### src/rtl/morse_message_keyer_unit_macros.svh
// Assertion macros shared by the Morse keyer RTL.
// Each macro expects clk and arst_n to be visible where it is used.
`ifndef MORSE_MESSAGE_KEYER_UNIT_MACROS_SVH
`define MORSE_MESSAGE_KEYER_UNIT_MACROS_SVH

// Property that must hold at every clock edge outside reset.
`define MKY_ASSERT(lbl, expr, msg) \
	lbl: assert property (@(posedge clk) disable iff (!arst_n) (expr)) else $error(msg);

// Implication whose consequence is checked in the next cycle.
`define MKY_ASSERT_NEXT(lbl, ante, cons, msg) \
	lbl: assert property (@(posedge clk) disable iff (!arst_n) (ante) |=> (cons)) \
		else $error(msg);

`endif

### src/rtl/mky_pkg.sv
// Package for the Morse keyer: phase and request codes, register indexes,
// the configuration and result structs, and the unit-time load function.
`default_nettype none

package mky_pkg;

	localparam int DIT_BITS  = 24;
	localparam int TIME_BITS = DIT_BITS + 2;
	localparam int CODE_BITS = 8;
	localparam int SHIFT_BITS = 16;

	typedef logic [DIT_BITS-1:0]   dit_t;
	typedef logic [TIME_BITS-1:0]  time_t;
	typedef logic [CODE_BITS-1:0]  code_t;

	// Reset value of the unit length: 1200/13 ms rounded down.
	localparam dit_t DIT_RESET = dit_t'(1200 / 13);

	typedef enum logic [2:0] {
		PH_IDLE  = 3'd0,
		PH_LEAD  = 3'd1,
		PH_READY = 3'd2,
		PH_ELEM  = 3'd3,
		PH_EGAP  = 3'd4,
		PH_CGAP  = 3'd5,
		PH_WGAP  = 3'd6
	} phase_t;

	typedef enum logic [1:0] {
		REQ_TICK   = 2'd0,
		REQ_START  = 2'd1,
		REQ_SYMBOL = 2'd2,
		REQ_END    = 2'd3
	} req_t;

	localparam logic [1:0] CFG_DIT_MS    = 2'd0;
	localparam logic [1:0] CFG_QRSS_MODE = 2'd1;
	localparam logic [1:0] CFG_SHIFT_HZ  = 2'd2;

	// Lengths of the timed phases in dit units.
	localparam logic [2:0] UNITS_DIT   = 3'd1;
	localparam logic [2:0] UNITS_CHAR  = 3'd2;
	localparam logic [2:0] UNITS_DAH   = 3'd3;
	localparam logic [2:0] UNITS_WORD  = 3'd4;

	typedef struct packed {
		dit_t                   dit_ms;
		logic                   qrss_mode;
		logic signed [SHIFT_BITS-1:0] shift_hz;
	} cfg_t;

	typedef struct packed {
		logic                   aborted;
		logic                   ready_res;
		logic                   busy_res;
		logic signed [SHIFT_BITS-1:0] freq_offset;
		logic                   sidetone_on;
	} result_t;

	// Unit count times the dit length, built from shifts and one add.
	function automatic time_t unit_time(input dit_t dit, input logic [2:0] units);
		time_t one;
		time_t two;
		time_t res;
		one = {2'b00, dit};
		two = {1'b0, dit, 1'b0};
		case (units)
			UNITS_DIT:  res = one;
			UNITS_CHAR: res = two;
			UNITS_DAH:  res = one + two;
			UNITS_WORD: res = {dit, 2'b00};
			default:    res = '0;
		endcase
		return res;
	endfunction

endpackage

`default_nettype wire

### src/rtl/mky_cfg_regs.sv
// Configuration register file of the Morse keyer: unit length, mode, shift.
// Depends on mky_pkg for the register indexes and the cfg_t struct.
`default_nettype none

module mky_cfg_regs (
	input  wire logic                      clk,
	input  wire logic                      arst_n,
	input  wire logic                      cfg_wr_en,
	input  wire logic [1:0]                cfg_addr,
	input  wire logic [mky_pkg::DIT_BITS-1:0] cfg_data,
	output mky_pkg::cfg_t                  cfg
);
	import mky_pkg::*;

	cfg_t cfg_q;

	always_ff @(posedge clk or negedge arst_n) begin
		if (!arst_n) begin
			cfg_q.dit_ms    <= DIT_RESET;
			cfg_q.qrss_mode <= 1'b0;
			cfg_q.shift_hz  <= '0;
		end else if (cfg_wr_en) begin
			case (cfg_addr)
				CFG_DIT_MS:    cfg_q.dit_ms    <= cfg_data;
				CFG_QRSS_MODE: cfg_q.qrss_mode <= cfg_data[0];
				CFG_SHIFT_HZ:  cfg_q.shift_hz  <= cfg_data[SHIFT_BITS-1:0];
				default: ;
			endcase
		end
	end

	assign cfg = cfg_q;

endmodule

`default_nettype wire

### src/rtl/mky_core.sv
// Keyer state and its combinational update for one accepted transaction.
// Depends on mky_pkg; assertions use morse_message_keyer_unit_macros.svh.
`default_nettype none
`include "morse_message_keyer_unit_macros.svh"

module mky_core (
	input  wire logic               clk,
	input  wire logic               arst_n,
	input  wire logic               acc,
	input  wire logic [1:0]         req_type,
	input  wire logic [mky_pkg::CODE_BITS-1:0] code_pattern,
	input  wire logic               is_space,
	input  wire logic               key_closed,
	input  wire mky_pkg::cfg_t      cfg,
	output mky_pkg::result_t        res
);
	import mky_pkg::*;

	phase_t phase_q, phase_d;
	code_t  code_shift_q, code_shift_d;
	time_t  time_left_q, time_left_d;
	logic   tone_q, tone_d;
	logic   abort_d;
	logic   load_en;
	logic [2:0] load_units;
	code_t  shifted;
	req_t   req;
	logic   sounding;

	assign req     = req_t'(req_type);
	assign shifted = code_shift_q >> 1;

	// Next-state logic. A timed phase that is loaded picks its unit count
	// here, and the single shared multiply-by-units runs afterwards.
	always_comb begin
		phase_d      = phase_q;
		code_shift_d = code_shift_q;
		time_left_d  = time_left_q;
		tone_d       = tone_q;
		abort_d      = 1'b0;
		load_en      = 1'b0;
		load_units   = UNITS_DIT;
		case (req)
			REQ_TICK: begin
				if (phase_q != PH_IDLE) begin
					if (key_closed) begin
						phase_d      = PH_IDLE;
						code_shift_d = '0;
						time_left_d  = '0;
						tone_d       = 1'b0;
						abort_d      = 1'b1;
					end else if (phase_q != PH_READY) begin
						if (time_left_q > time_t'(1)) begin
							time_left_d = time_left_q - time_t'(1);
						end else begin
							case (phase_q)
								PH_LEAD, PH_CGAP, PH_WGAP: begin
									phase_d     = PH_READY;
									time_left_d = '0;
								end
								PH_ELEM: begin
									phase_d    = PH_EGAP;
									load_en    = 1'b1;
									load_units = UNITS_DIT;
								end
								PH_EGAP: begin
									code_shift_d = shifted;
									load_en      = 1'b1;
									if (shifted > code_t'(1)) begin
										phase_d    = PH_ELEM;
										load_units = shifted[0] ? UNITS_DIT : UNITS_DAH;
									end else begin
										phase_d    = PH_CGAP;
										load_units = UNITS_CHAR;
									end
								end
								default: ;
							endcase
						end
					end
				end
			end
			REQ_START: begin
				if (key_closed) begin
					phase_d      = PH_IDLE;
					code_shift_d = '0;
					time_left_d  = '0;
					tone_d       = 1'b0;
					abort_d      = 1'b1;
				end else begin
					phase_d      = PH_LEAD;
					code_shift_d = '0;
					load_en      = 1'b1;
					load_units   = UNITS_DIT;
					tone_d       = cfg.qrss_mode;
				end
			end
			REQ_SYMBOL: begin
				if (phase_q == PH_READY) begin
					load_en = 1'b1;
					if (is_space) begin
						phase_d    = PH_WGAP;
						load_units = UNITS_WORD;
					end else begin
						code_shift_d = code_pattern;
						if (code_pattern > code_t'(1)) begin
							phase_d    = PH_ELEM;
							load_units = code_pattern[0] ? UNITS_DIT : UNITS_DAH;
						end else begin
							phase_d    = PH_CGAP;
							load_units = UNITS_CHAR;
						end
					end
				end
			end
			default: begin
				phase_d      = PH_IDLE;
				code_shift_d = '0;
				time_left_d  = '0;
				tone_d       = 1'b0;
			end
		endcase
		if (load_en) begin
			time_left_d = unit_time(cfg.dit_ms, load_units);
		end
	end

	always_ff @(posedge clk or negedge arst_n) begin
		if (!arst_n) begin
			phase_q      <= PH_IDLE;
			code_shift_q <= '0;
			time_left_q  <= '0;
			tone_q       <= 1'b0;
		end else if (acc) begin
			phase_q      <= phase_d;
			code_shift_q <= code_shift_d;
			time_left_q  <= time_left_d;
			tone_q       <= tone_d;
		end
	end

	// Result seen after the update; the output stage registers it.
	assign sounding        = (phase_d == PH_ELEM);
	assign res.sidetone_on = tone_d | (sounding & ~cfg.qrss_mode);
	assign res.freq_offset = (sounding && cfg.qrss_mode) ? cfg.shift_hz : '0;
	assign res.busy_res    = (phase_d != PH_IDLE) && (phase_d != PH_READY);
	assign res.ready_res   = (phase_d == PH_READY);
	assign res.aborted     = abort_d;

	`MKY_ASSERT(a_elem_has_code, !(phase_q == PH_ELEM || phase_q == PH_EGAP) || (code_shift_q > code_t'(1)), "element phase without remaining code bits")
	`MKY_ASSERT(a_idle_ready_no_time, !(phase_q == PH_IDLE || phase_q == PH_READY) || (time_left_q == '0), "timer running while idle or ready")
	`MKY_ASSERT(a_idle_clear, (phase_q != PH_IDLE) || (!tone_q && code_shift_q == '0), "idle with tone latch or code left over")
	`MKY_ASSERT_NEXT(a_end_idles, acc && req == REQ_END, phase_q == PH_IDLE, "end transaction did not return to idle")

endmodule

`default_nettype wire

### src/rtl/mky_out_stage.sv
// Result register of the Morse keyer with its valid flag and stream handshake.
// Depends on mky_pkg for the result_t struct.
`default_nettype none

module mky_out_stage (
	input  wire logic          clk,
	input  wire logic          arst_n,
	input  wire logic          load,
	input  wire mky_pkg::result_t res,
	input  wire logic          out_ready,
	output wire logic          out_valid,
	output wire logic          can_load,
	output mky_pkg::result_t   res_out
);
	import mky_pkg::*;

	result_t res_q;
	logic    valid_q;

	// The register frees up in the same cycle that its content is taken.
	assign can_load = !valid_q || out_ready;

	always_ff @(posedge clk or negedge arst_n) begin
		if (!arst_n) begin
			valid_q <= 1'b0;
		end else if (load) begin
			valid_q <= 1'b1;
		end else if (out_ready) begin
			valid_q <= 1'b0;
		end
	end

	always_ff @(posedge clk) begin
		if (load) begin
			res_q <= res;
		end
	end

	assign out_valid = valid_q;
	assign res_out   = res_q;

endmodule

`default_nettype wire

### src/rtl/morse_message_keyer_unit.sv
// Top level of the Morse message keyer: stream ports, config port, wiring.
// Depends on mky_pkg, mky_cfg_regs, mky_core and mky_out_stage.
//
//   Channel   Direction  Payload                                   Handshake
//   s_axis    in         tuser: req_type; tdata: code, flags       tvalid/tready
//   m_axis    out        tdata: tone, offset, busy, ready, abort   tvalid/tready
//   cfg       in         cfg_addr selects, cfg_data written        cfg_wr_en
//
// Every input transaction yields exactly one result transaction, registered
// when it is accepted. The keyer state is updated in the accepting cycle by
// a single combinational pass, so a new item can be taken every clock; the
// result register sets the rate, and s_axis_tready is low only while a result
// is held and m_axis_tready is low. Reset is asynchronous and active low; it
// returns the keyer to idle and loads the register defaults (unit 92 ms).
`default_nettype none

module morse_message_keyer_unit (
	input  wire logic        clk,
	input  wire logic        arst_n,
	// tdata: code_pattern[7:0], is_space[8], key_closed[9], zero[15:10]
	input  wire logic [15:0] s_axis_tdata,
	// tuser: req_type[1:0]
	input  wire logic [1:0]  s_axis_tuser,
	input  wire logic        s_axis_tvalid,
	output wire logic        s_axis_tready,
	// tdata: sidetone_on[0], freq_offset[16:1], busy_res[17], ready_res[18],
	//        aborted[19], zero[23:20]
	output wire logic [23:0] m_axis_tdata,
	output wire logic        m_axis_tvalid,
	input  wire logic        m_axis_tready,
	input  wire logic        cfg_wr_en,
	input  wire logic [1:0]  cfg_addr,
	input  wire logic [mky_pkg::DIT_BITS-1:0] cfg_data
);
	import mky_pkg::*;

	cfg_t    cfg;
	result_t res;
	result_t res_out;
	logic    acc;
	logic    can_load;

	// A transaction is taken whenever the result register is free or is
	// being emptied in the same cycle.
	assign s_axis_tready = can_load;
	assign acc           = s_axis_tvalid && can_load;

	mky_cfg_regs u_cfg (
		.clk       (clk),
		.arst_n    (arst_n),
		.cfg_wr_en (cfg_wr_en),
		.cfg_addr  (cfg_addr),
		.cfg_data  (cfg_data),
		.cfg       (cfg)
	);

	mky_core u_core (
		.clk          (clk),
		.arst_n       (arst_n),
		.acc          (acc),
		.req_type     (s_axis_tuser),
		.code_pattern (s_axis_tdata[7:0]),
		.is_space     (s_axis_tdata[8]),
		.key_closed   (s_axis_tdata[9]),
		.cfg          (cfg),
		.res          (res)
	);

	mky_out_stage u_out (
		.clk       (clk),
		.arst_n    (arst_n),
		.load      (acc),
		.res       (res),
		.out_ready (m_axis_tready),
		.out_valid (m_axis_tvalid),
		.can_load  (can_load),
		.res_out   (res_out)
	);

	// The result struct is declared in the same bit order as the tdata map.
	assign m_axis_tdata = {4'b0000, res_out};

endmodule

`default_nettype wire

### config.mk
export PLATFORM = sky130hd
export DESIGN_NAME = morse_message_keyer_unit
export DESIGN_NICKNAME = d
export VERILOG_FILES = /design/src/rtl/mky_pkg.sv /design/src/rtl/mky_cfg_regs.sv /design/src/rtl/mky_core.sv /design/src/rtl/mky_out_stage.sv /design/src/rtl/morse_message_keyer_unit.sv
export VERILOG_INCLUDE_DIRS = /design/src /design/src/rtl
export SDC_FILE = /design/constraint.sdc
export NUM_CORES = 1
export LEC_CHECK = 0
export BUFFER_PORTS_ARGS = -buffer_cell sky130_fd_sc_hd__buf_2
export CAP_MARGIN = 15
export CELL_PAD_IN_SITES_DETAIL_PLACEMENT = 0
export CELL_PAD_IN_SITES_GLOBAL_PLACEMENT = 1
export CORE_MARGIN = 2
export CORE_UTILIZATION = 50
export CTS_CLUSTER_SIZE = 8
export DETAILED_ROUTE_END_ITERATION = 7
export PLACE_DENSITY = 0.9
export SLEW_MARGIN = 20
export SYNTH_ARGS = -nofsm -noshare
export SYNTH_HDL_FRONTEND = slang
export SYNTH_SLANG_ARGS = --single-unit
### constraint.sdc
create_clock -name clk -period 5.7 [get_ports clk]
set_input_delay 0.855 -clock clk [delete_from_list [all_inputs] [get_ports clk]]
set_output_delay 0.855 -clock clk [all_outputs]
set_load 0.01 [all_outputs]
# Word level (Yosys, flattened, before mapping)
# Cells that the tools add are included.
# totals
in_bits	49
wordCells	124
output_inout_bits	26
regBits	100
# classes
addsub	2
mux	57
reduce_logical	17
bitwise_logic	3
n_eq_ne	29
n_lt_le_gt_ge	3
# ops
cell	n
2-to-1 mux 26 bit	7
case mux 26 bit (4 select lines)	1
case mux 26 bit (3 select lines)	1
2-to-1 mux 8 bit	7
2-to-1 mux 3 bit	17
adder 24 x 25 -> 26 bit	1
> comparator 26 x 1 -> 1 bit, second input constant	1
subtractor 26 x 1 -> 26 bit, second input constant	1
== test 3 x 2 -> 1 bit, second input constant	6
case mux 3 bit (3 select lines)	2
case mux 8 bit (2 select lines)	1
2-to-1 mux 1 bit	15
== test 3 bit, second input constant	4
!= test 3 x 2 -> 1 bit, second input constant	4
> comparator 8 x 1 -> 1 bit, second input constant	1
> comparator 7 x 1 -> 1 bit, second input constant	1
AND reduction 7 bit	1
== test 3 x 1 -> 1 bit, second input constant	2
!= test 2 x 1 -> 1 bit, second input constant	3
!= test 3 bit, second input constant	2
case mux 1 bit (3 select lines)	2
case mux 3 bit (2 select lines)	1
AND reduction 2 bit	3
AND reduction 6 bit	1
other kinds (19)	26

# Longest topological paths before layout
# Gate-level depths: netlist (run 1).
# depth
word_depth	11
mapped_depth	12

# Hierarchy
# A second synthesis (run 1) with hierarchy kept.
# hier_totals
hier_cells	709
area_unflattened_um2	6655.1
# by_module_without_submodules
module	n_inst	seq_area_each_um2	area_per_inst_um2	cells_each
mky_core	1	925.9	4404.2	592
mky_cfg_regs	1	1031.0	1562.7	88
mky_out_stage	1	625.6	648.1	23
morse_message_keyer_unit	1	0.0	40.0	6

# Least setup slack after synthesis (run 1)
# OpenSTA, ideal clock, no wires.
# synth_timing
kind	input to register
startpoint	in s_axis_tdata[2]
endpoint	reg u_core.time_left_q[4]
setup_ns	0.120
path_stages	9
path_buffers	1
required_ns	5.580
slack_ns	2.477
arrival_time_ns	3.103
cell_sequence	or4_1 > nor4_1 > o211a_1 > a21o_1 > buf_4 > mux2_2 > a222oi_1 > o21ai_0 > a31o_2
# synth_via
elab_chain_len	8
# synth_lines
item	line_no	rtl
start: declaration	morse_message_keyer_unit.sv:21	input wire logic [15:0] s_axis_tdata,
> comparator 8 x 1 -> 1 bit *	mky_core.sv:106	if (code_pattern > code_t'(1)) begin
2-to-1 mux 3 bit *	mky_core.sv:106	
2-to-1 mux 3 bit *	mky_core.sv:101	if (is_space) begin
2-to-1 mux 3 bit *	mky_core.sv:99	if (phase_q == PH_READY) begin
case mux 3 bit (2 select lines) *	mky_core.sv:43	case (req)
== test 3 bit, or another cell as far along	mky_pkg.sv:67	case (units)
case mux 26 bit (4 select lines) *	mky_pkg.sv:67	
2-to-1 mux 26 bit *	mky_core.sv:123	if (load_en) begin
end signal: assignment	mky_core.sv:137	time_left_q <= time_left_d;
end: declaration	mky_core.sv:21	time_t time_left_q, time_left_d;
# Every way passes the cells marked *; elsewhere a longest branch is shown, timed or not.
# A chain may end at the register's enable or synchronous reset.

# Worst setup path in the final report (run 1)
# Same ends and word-level chain as after synthesis.

==> results.sh, run 1 <==
export IMPL_netlist_instances=674
export IMPL_cts_setup_buffers=0
export IMPL_synth_cells_most_frequent="sky130_fd_sc_hd__dfrtp_1, sky130_fd_sc_hd__o21ai_0, sky130_fd_sc_hd__nand2_1"
export IMPL_power_mw=2.54
export IMPL_syn_cell_area_mm2=0.00648
export IMPL_globalRouteOverflowTotal=0
export IMPL_root_buffer="sky130_fd_sc_hd__clkbuf_16"
export IMPL_core_area_mm2=0.0126
export IMPL_status="completed"
export IMPL_setup_reg_to_reg_worst_slack_ns=1.92
export IMPL_place_detailed_instances=883
export IMPL_share_of_flip_flops_with_an_asynchronous_set_or_reset=0.798
export IMPL_reg2regPathDepth=8
export IMPL_synth_ff_type="sky130_fd_sc_hd__dfrtp_1"
export IMPL_start_util=0.513
export IMPL_dr_first_iter_drc_count=604
export IMPL_global_route_wire_length_before_repair_um=26700
export IMPL_antenna_cells_inserted=0
export IMPL_yosys_top_cell_by_area="sky130_fd_sc_hd__dfrtp_1"
export IMPL_finish_net_count=798
export IMPL_yosysMostFrequentCell="sky130_fd_sc_hd__dfrtp_1"
export IMPL_synth_yosys_warnings=0
export IMPL_post_drt_via_cell_ratio=6.16
export IMPL_dr_pass1_iterations=6
export IMPL_cell_area_power_density_mw_per_mm2=350
export IMPL_maxClockFrequency_mhz=260
export IMPL_grt_setup_unrepaired="no"
export IMPL_chip_width_um=118
export IMPL_synth_edff_count=20
export IMPL_postRouteAntennaNets=0
export IMPL_number_of_slew_limit_violations_in_the_final_report=0
export IMPL_remaining_design_rule_violation_count=0
export IMPL_die_h_um=118
export IMPL_cts_htree_levels=3
export IMPL_power_static_leakage_nw=3.04
export IMPL_clkLatencyLatePin_ns=0.36
export IMPL_clock_tree_buffer_depth=2
export IMPL_synthDominantCellAreaShare=0.290
export IMPL_post_dp_hpwl_um=11200
export IMPL_start_kind="input pin"
export IMPL_number_of_global_route_vias_before_repair=5394
export IMPL_clkSlewWorstSetupHoldPaths_ns=0.07
export IMPL_clock_sinks=99
export IMPL_grt_start_max_net_pins=80
export IMPL_setup_violations_final=0
export IMPL_end_kind="register"
export IMPL_drt_wirelength_per_cell_um=17.7
export IMPL_clock_tree_from_tritoncts="yes"
export IMPL_peakVddDrop_uv=153
export IMPL_stdcell_count=899
export IMPL_timing_setup_critical_path_class="input pin to register"
export IMPL_critical_path_reg2reg_endpoint="u_core.time_left_q[18]"
export IMPL_flow_area_growth_from_synthesis_pct=12.0
export IMPL_worst_ep_required_time_ns=5.95
export IMPL_synth_top_cells_by_area="sky130_fd_sc_hd__dfrtp_1, sky130_fd_sc_hd__edfxtp_1, sky130_fd_sc_hd__mux2_2, sky130_fd_sc_hd__o21ai_0, sky130_fd_sc_hd__ha_1"
export IMPL_final_layout_size_suffix_gt1_frac=0.206
export IMPL_antenna_violations_before_repair=0
export IMPL_tritoncts_num_buffers=9
export IMPL_ys_seq_elements=99
export IMPL_cap_violations=0
export IMPL_grtUsageTotal=0.234
export IMPL_critical_path_arrival_ns=4.10
export IMPL_min_clock_period_post_route_ns=3.85
export IMPL_ios=75
export IMPL_worst_clock_skew_ns=0.00961
export IMPL_worst_pin_slew_ns=0.989
export IMPL_whs_endpoint="u_core.code_shift_q[1]"
export IMPL_vias=5534
export IMPL_timing_hold_violations_final=0
export IMPL_timing_rr_start="u_core.time_left_q[16]"
export IMPL_synth_distinct_cells=76
export IMPL_synth_avg_cell_area_um2=9.61
export IMPL_max_slew_margin_rel=0.341
export IMPL_fp_dieArea_mm2=0.0139
export IMPL_finalSetupTns_ns=0
export IMPL_routabilityCongestion=0.886
export IMPL_drt_total_wl_um=15900
export IMPL_core_rowCount=41
export IMPL_post_cts_resized=0
export IMPL_synth_seq_area_share=0.399
export IMPL_holdBufCountCts=0
export IMPL_post_route_period_util=0.676
export IMPL_holdCritStartpoint="u_core.code_shift_q[1]"
export IMPL_timing_hold_worst_path_depth=2
export IMPL_io_buffer_count=64
export IMPL_crit_fanout=18
export IMPL_hold_class="register to register"
state kept, by name, indices dropped and copies added, names as in the netlist:
name,cells
u_cfg.cfg,41
u_core.time_left_q,26
u_out.res_out,20
u_core.code_shift_q,7
u_core.phase_q,3
u_core.tone_q,1
u_out.out_valid,1
where the power goes:
part	leakage (nW)	switching [mW]	total [mW]	internal, mW
clock network	0.170	0.282	0.718	0.436
registers	1.18	0.122	0.951	0.828
logic	1.68	0.493	0.870	0.377
total	3.04	0.897	2.54	1.64
worst max path at each step:
stage | to | cells after the start | slack (ns) | startpoint
floorplan | u_core.time_left_q[4] | 9 | 2.48 | s_axis_tdata[2]
global placement | u_core.time_left_q[4] | 9 | 1.54 | s_axis_tdata[2]
detailed placement | u_core.time_left_q[4] | 9 | 1.54 | s_axis_tdata[2]
CTS | u_core.time_left_q[4] | 9 | 1.88 | s_axis_tdata[2]
global route | u_core.time_left_q[4] | 9 | 1.62 | s_axis_tdata[2]
finish | u_core.time_left_q[4] | 9 | 1.85 | s_axis_tdata[2]
worst max-delay path: stages:
cell,delay [ns]
sky130_fd_sc_hd__buf_2,0.10
sky130_fd_sc_hd__or4_1,0.52
sky130_fd_sc_hd__nor4_1,0.61
sky130_fd_sc_hd__o211a_1,0.24
sky130_fd_sc_hd__a21o_1,0.70
sky130_fd_sc_hd__mux2_2,0.42
sky130_fd_sc_hd__a222oi_1,0.30
sky130_fd_sc_hd__o21ai_0,0.12
sky130_fd_sc_hd__a31o_2,0.23
through the flow:
step	hold slack (ns)	utilization	instance area, µm²	setup WS, ns
after floorplan	0.450	-	6490	2.48
after global placement	0.465	0.547	6910	1.54
after detailed placement	0.486	0.547	6910	1.54
after CTS	0.500	0.575	7260	1.88
after global routing	0.523	0.575	7260	1.62
final	0.495	0.575	7260	1.85
metal layers:
metal  vias up  track usage  part of all wire  wire length, µm
met5         -            0                 0                0
met4         0       0.0715             0.016              248
met3        22       0.0412             0.054              860
met2       166        0.376              0.47             7480
met1      2694        0.325              0.46             7300
li1       2652            -                 -                -
cells by family (layout without fill, tap and decap cells):
group,Yosys count,count (layout),synth area share
multiplexers,52,52,0.0888
buffers and inverters,45,95,0.0326
flip-flops,99,99,0.399
adder cells (fa/ha/maj),27,27,0.0533
AND/OR/NAND/NOR,203,203,0.163
other,1,4,0.000579
XOR/XNOR,21,21,0.0284
AO/OA/AOI/OAI,226,226,0.235
final cells by class:
class                      count  area [µm²]
clock buffer                  10         229
clock inverter                 6         119
fill                        1139        5360
inverter                      10        37.5
multi-input combinational    533        3710
sequential                    99        2580
tap                          172         215
timing repair buffer          69         364
cell usage in the layout (no fill, tap or decap), types with 4 or more instances in the layout:
cell type / count
sky130_fd_sc_hd__a21o_1: 12
sky130_fd_sc_hd__nand4_1: 4
sky130_fd_sc_hd__a211oi_1: 7
sky130_fd_sc_hd__nor2_1: 39
sky130_fd_sc_hd__a221o_1: 4
sky130_fd_sc_hd__buf_2: 63
sky130_fd_sc_hd__o31ai_1: 5
sky130_fd_sc_hd__ha_1: 26
sky130_fd_sc_hd__mux2i_1: 8
sky130_fd_sc_hd__o221ai_1: 7
sky130_fd_sc_hd__nand3_1: 11
sky130_fd_sc_hd__buf_4: 5
sky130_fd_sc_hd__nor3_1: 11
sky130_fd_sc_hd__conb_1: 4
sky130_fd_sc_hd__nand2_1: 63
sky130_fd_sc_hd__o21ai_0: 69
sky130_fd_sc_hd__and2_1: 26
sky130_fd_sc_hd__dfstp_2: 4
sky130_fd_sc_hd__dfrtp_1: 75
sky130_fd_sc_hd__a22oi_1: 19
sky130_fd_sc_hd__nor4_1: 6
sky130_fd_sc_hd__o2111ai_1: 4
sky130_fd_sc_hd__a21boi_0: 4
sky130_fd_sc_hd__xnor2_1: 13
sky130_fd_sc_hd__o211ai_1: 6
sky130_fd_sc_hd__edfxtp_1: 20
sky130_fd_sc_hd__inv_1: 10
sky130_fd_sc_hd__clkbuf_16: 9
sky130_fd_sc_hd__nand3b_1: 5
sky130_fd_sc_hd__a222oi_1: 8
sky130_fd_sc_hd__mux2_2: 44
sky130_fd_sc_hd__xor2_1: 8
sky130_fd_sc_hd__a21oi_1: 34
sky130_fd_sc_hd__or3_1: 5
sky130_fd_sc_hd__a32oi_1: 5
sky130_fd_sc_hd__nand2b_1: 8
No activity file was read; power rests on OpenSTA's default activity.
==> inputs of run 2 (changes only) <==
--- a/config.mk
+++ b/config.mk
@@ -11,10 +11,10 @@
 export CELL_PAD_IN_SITES_DETAIL_PLACEMENT = 0
 export CELL_PAD_IN_SITES_GLOBAL_PLACEMENT = 1
 export CORE_MARGIN = 2
-export CORE_UTILIZATION = 50
+export CORE_UTILIZATION = 42
 export CTS_CLUSTER_SIZE = 8
 export DETAILED_ROUTE_END_ITERATION = 7
-export PLACE_DENSITY = 0.9
+export PLACE_DENSITY = 0.81
 export SLEW_MARGIN = 20
 export SYNTH_ARGS = -nofsm -noshare
 export SYNTH_HDL_FRONTEND = slang
==> constraint.sdc (replaced) <==
create_clock -name clk -period 3.5 [get_ports clk]
set_input_delay 0.525 -clock clk [delete_from_list [all_inputs] [get_ports clk]]
set_output_delay 0.525 -clock clk [all_outputs]
set_load 0.01 [all_outputs]
==> run 2 against run 1 <==
  * Wire length up 2.5%
  * Cell area is 1.4% higher
  * Sequential power increased by 62%
  * Die area increased by 18%
  * Sequential cell count unchanged
  * Clock-buffer cell count stayed put
  * Sequential share of layout area is 0.49 points lower
  * Clock skew fell by 0.0012 ns
  * Critical endpoint is now u_core.time_left_q[21]
  * Largest power group unchanged
==> results.sh, run 2 (same netlist as run 1, synthesis figures left out) <==
export IMPL_status="completed"
export IMPL_global_route_wire_length_before_repair_um=27100
export IMPL_crit_top_cell="sky130_fd_sc_hd__a211oi_1"
export IMPL_number_of_global_route_vias_before_repair=5496
export IMPL_core_area_mm2=0.0151
export IMPL_vias=5608
export IMPL_clkSlewWorstSetupHoldPaths_ns=0.07
export IMPL_min_clock_period_post_route_ns=3.23
export IMPL_stdcell_count=935
export IMPL_crit_chain="ha_1 -> fa_1 -> a211oi_1 -> o21ai_0 -> o2111ai_1 -> nand3_1 -> a21o_1 -> a211oi_1 -> nor4_1 -> or3_1"
export IMPL_grt_setup_unrepaired="no"
export IMPL_post_route_period_util=0.923
export IMPL_place_detailed_instances=919
export IMPL_grtUsageTotal=0.207
export IMPL_finalSetupTns_ns=0
export IMPL_tritoncts_num_buffers=9
export IMPL_setup_ws_ns=0.268
export IMPL_largest_register_ff_count=41
export IMPL_io_buffer_count=64
export IMPL_placement_setup_slack_ns=0.299
export IMPL_met2_usage=0.336
export IMPL_start_util=0.428
export IMPL_antenna_cells_inserted=0
export IMPL_core_rowCount=45
export IMPL_holdBufCountCts=0
export IMPL_timing_hold_violations_final=0
export IMPL_dr_pass1_iterations=5
export IMPL_final_core_util=0.486
export IMPL_drt_wirelength_per_cell_um=17.4
export IMPL_most_common_cell_after_layout_fill_and_taps_aside="sky130_fd_sc_hd__dfrtp_1"
export IMPL_globalRouteOverflowTotal=0
export IMPL_cell_area_power_density_mw_per_mm2=539
export IMPL_post_dp_hpwl_um=11800
export IMPL_remaining_design_rule_violation_count=0
export IMPL_cts_setup_buffers=0
export IMPL_busiest_layer="met2"
export IMPL_clock_sinks=99
export IMPL_dr_first_iter_drc_count=449
export IMPL_power_static_leakage_nw=3.11
export IMPL_crit_fanout=7
export IMPL_critical_path_arrival_ns=3.47
export IMPL_max_slew_margin_rel=0.397
export IMPL_antenna_violations_before_repair=0
export IMPL_grt_util_met1=0.279
export IMPL_clock_tree_from_tritoncts="yes"
export IMPL_number_of_slew_limit_violations_in_the_final_report=0
export IMPL_start_kind="register"
export IMPL_clkLatencyLatePin_ns=0.36
export IMPL_end_kind="register"
export IMPL_postRouteAntennaNets=0
export IMPL_final_layout_size_suffix_gt1_frac=0.226
export IMPL_ios=75
export IMPL_post_cts_resized=0
export IMPL_fillCellCount=1447
export IMPL_timing_setup_critical_path_class="register to register"
export IMPL_finish_net_count=818
export IMPL_power_mw=3.97
export IMPL_routabilityCongestion=0.912
export IMPL_drt_total_wl_um=16300
export IMPL_cp_slowest_stage_delay_ns=0.47
export IMPL_worst_ep_required_time_ns=3.74
export IMPL_critical_path_slowest_cell="sky130_fd_sc_hd__dfrtp_1"
export IMPL_cts_htree_levels=3
export IMPL_cap_violations=0
export IMPL_grt_start_max_net_pins=80
export IMPL_die_h_um=128
export IMPL_maxClockFrequency_mhz=309
export IMPL_root_buffer="sky130_fd_sc_hd__clkbuf_16"
export IMPL_hold_class="input pin to async pin"
export IMPL_fp_dieArea_mm2=0.0164
export IMPL_setup_violations_final=0
export IMPL_peakVddDrop_uv=297
export IMPL_worst_clock_skew_ns=0.00839
export IMPL_layout_cells_most_common_list="sky130_fd_sc_hd__dfrtp_1, sky130_fd_sc_hd__o21ai_0, sky130_fd_sc_hd__nand2_1, sky130_fd_sc_hd__buf_2, sky130_fd_sc_hd__mux2_2"
export IMPL_flow_area_growth_from_synthesis_pct=13.6
export IMPL_worst_pin_slew_ns=0.901
export IMPL_met3_track_demand_over_resource=0.0292
export IMPL_clock_tree_buffer_depth=2
export IMPL_post_drt_via_cell_ratio=6.00
export IMPL_chip_width_um=128
## run 2: changes by cell type in the layout (fill, tap and decap cells not counted)
cell                        delta
sky130_fd_sc_hd__clkinv_4      +2
sky130_fd_sc_hd__o31ai_2       -1
sky130_fd_sc_hd__bufinv_16     -3
sky130_fd_sc_hd__inv_6         +1
sky130_fd_sc_hd__o31ai_1       +1
sky130_fd_sc_hd__buf_4        +20
## run 2: report_power, final
part,switching (mW),internal [mW]
Sequential,0.196,1.35
Clock,0.483,0.498
Combinational,0.797,0.644
## run 2: cell type report
cell class | instances | area, µm² | share of cell area
timing repair buffer | 89 | 514 | 0.0699
clock buffer | 10 | 229 | 0.0311
tap | 188 | 235 | 0.0320
sequential | 99 | 2580 | 0.351
inverter | 10 | 37.5 | 0.00510
multi-input combinational | 533 | 3710 | 0.504
clock inverter | 6 | 55.1 | 0.00748
## run 2: per-layer routing
metal / vias up / share of wire
met3: 26 / 0.045
met1: 2720 / 0.46
met2: 165 / 0.47
met5: - / 0
met4: 0 / 0.021
li1: 2697 / -
## run 2: worst paths after layout
check / to / cells past startpoint / slack [ns] / from
worst max-delay path: u_core.time_left_q[21] / 10 / 0.27 / u_cfg.cfg[18]
worst min-delay path: u_cfg.cfg[14] / 1 / 0.17 / arst_n
worst max register to register: u_core.time_left_q[21] / 10 / 0.27 / u_cfg.cfg[18]
worst min register to register: u_core.code_shift_q[1] / 2 / 0.49 / u_core.code_shift_q[1]
max in group asynchronous: u_core.code_shift_q[4] / 1 / 2.76 / arst_n
min in group clk: u_out.out_valid / 2 / 0.37 / s_axis_tvalid
## run 2: per-stage QoR
step | instance area, µm² | hold slack, ns
2_1_floorplan | 6490 | 0.229
3_3_place_gp | 7070 | 0.467
3_5_place_dp | 7070 | 0.480
4_1_cts | 7360 | 0.364
5_1_grt | 7360 | 0.274
6_report | 7360 | 0.171
## run 2: worst max-delay path, delay by kind of cell (launching register included)
| family | cells | cell delay [ns] |
|---|---|---|
| AOI/OAI and AO/OA | 5 | 1.30 |
| adders and majority gates | 2 | 0.71 |
| DFF | 1 | 0.47 |
| and+or+nand+nor | 3 | 0.64 |
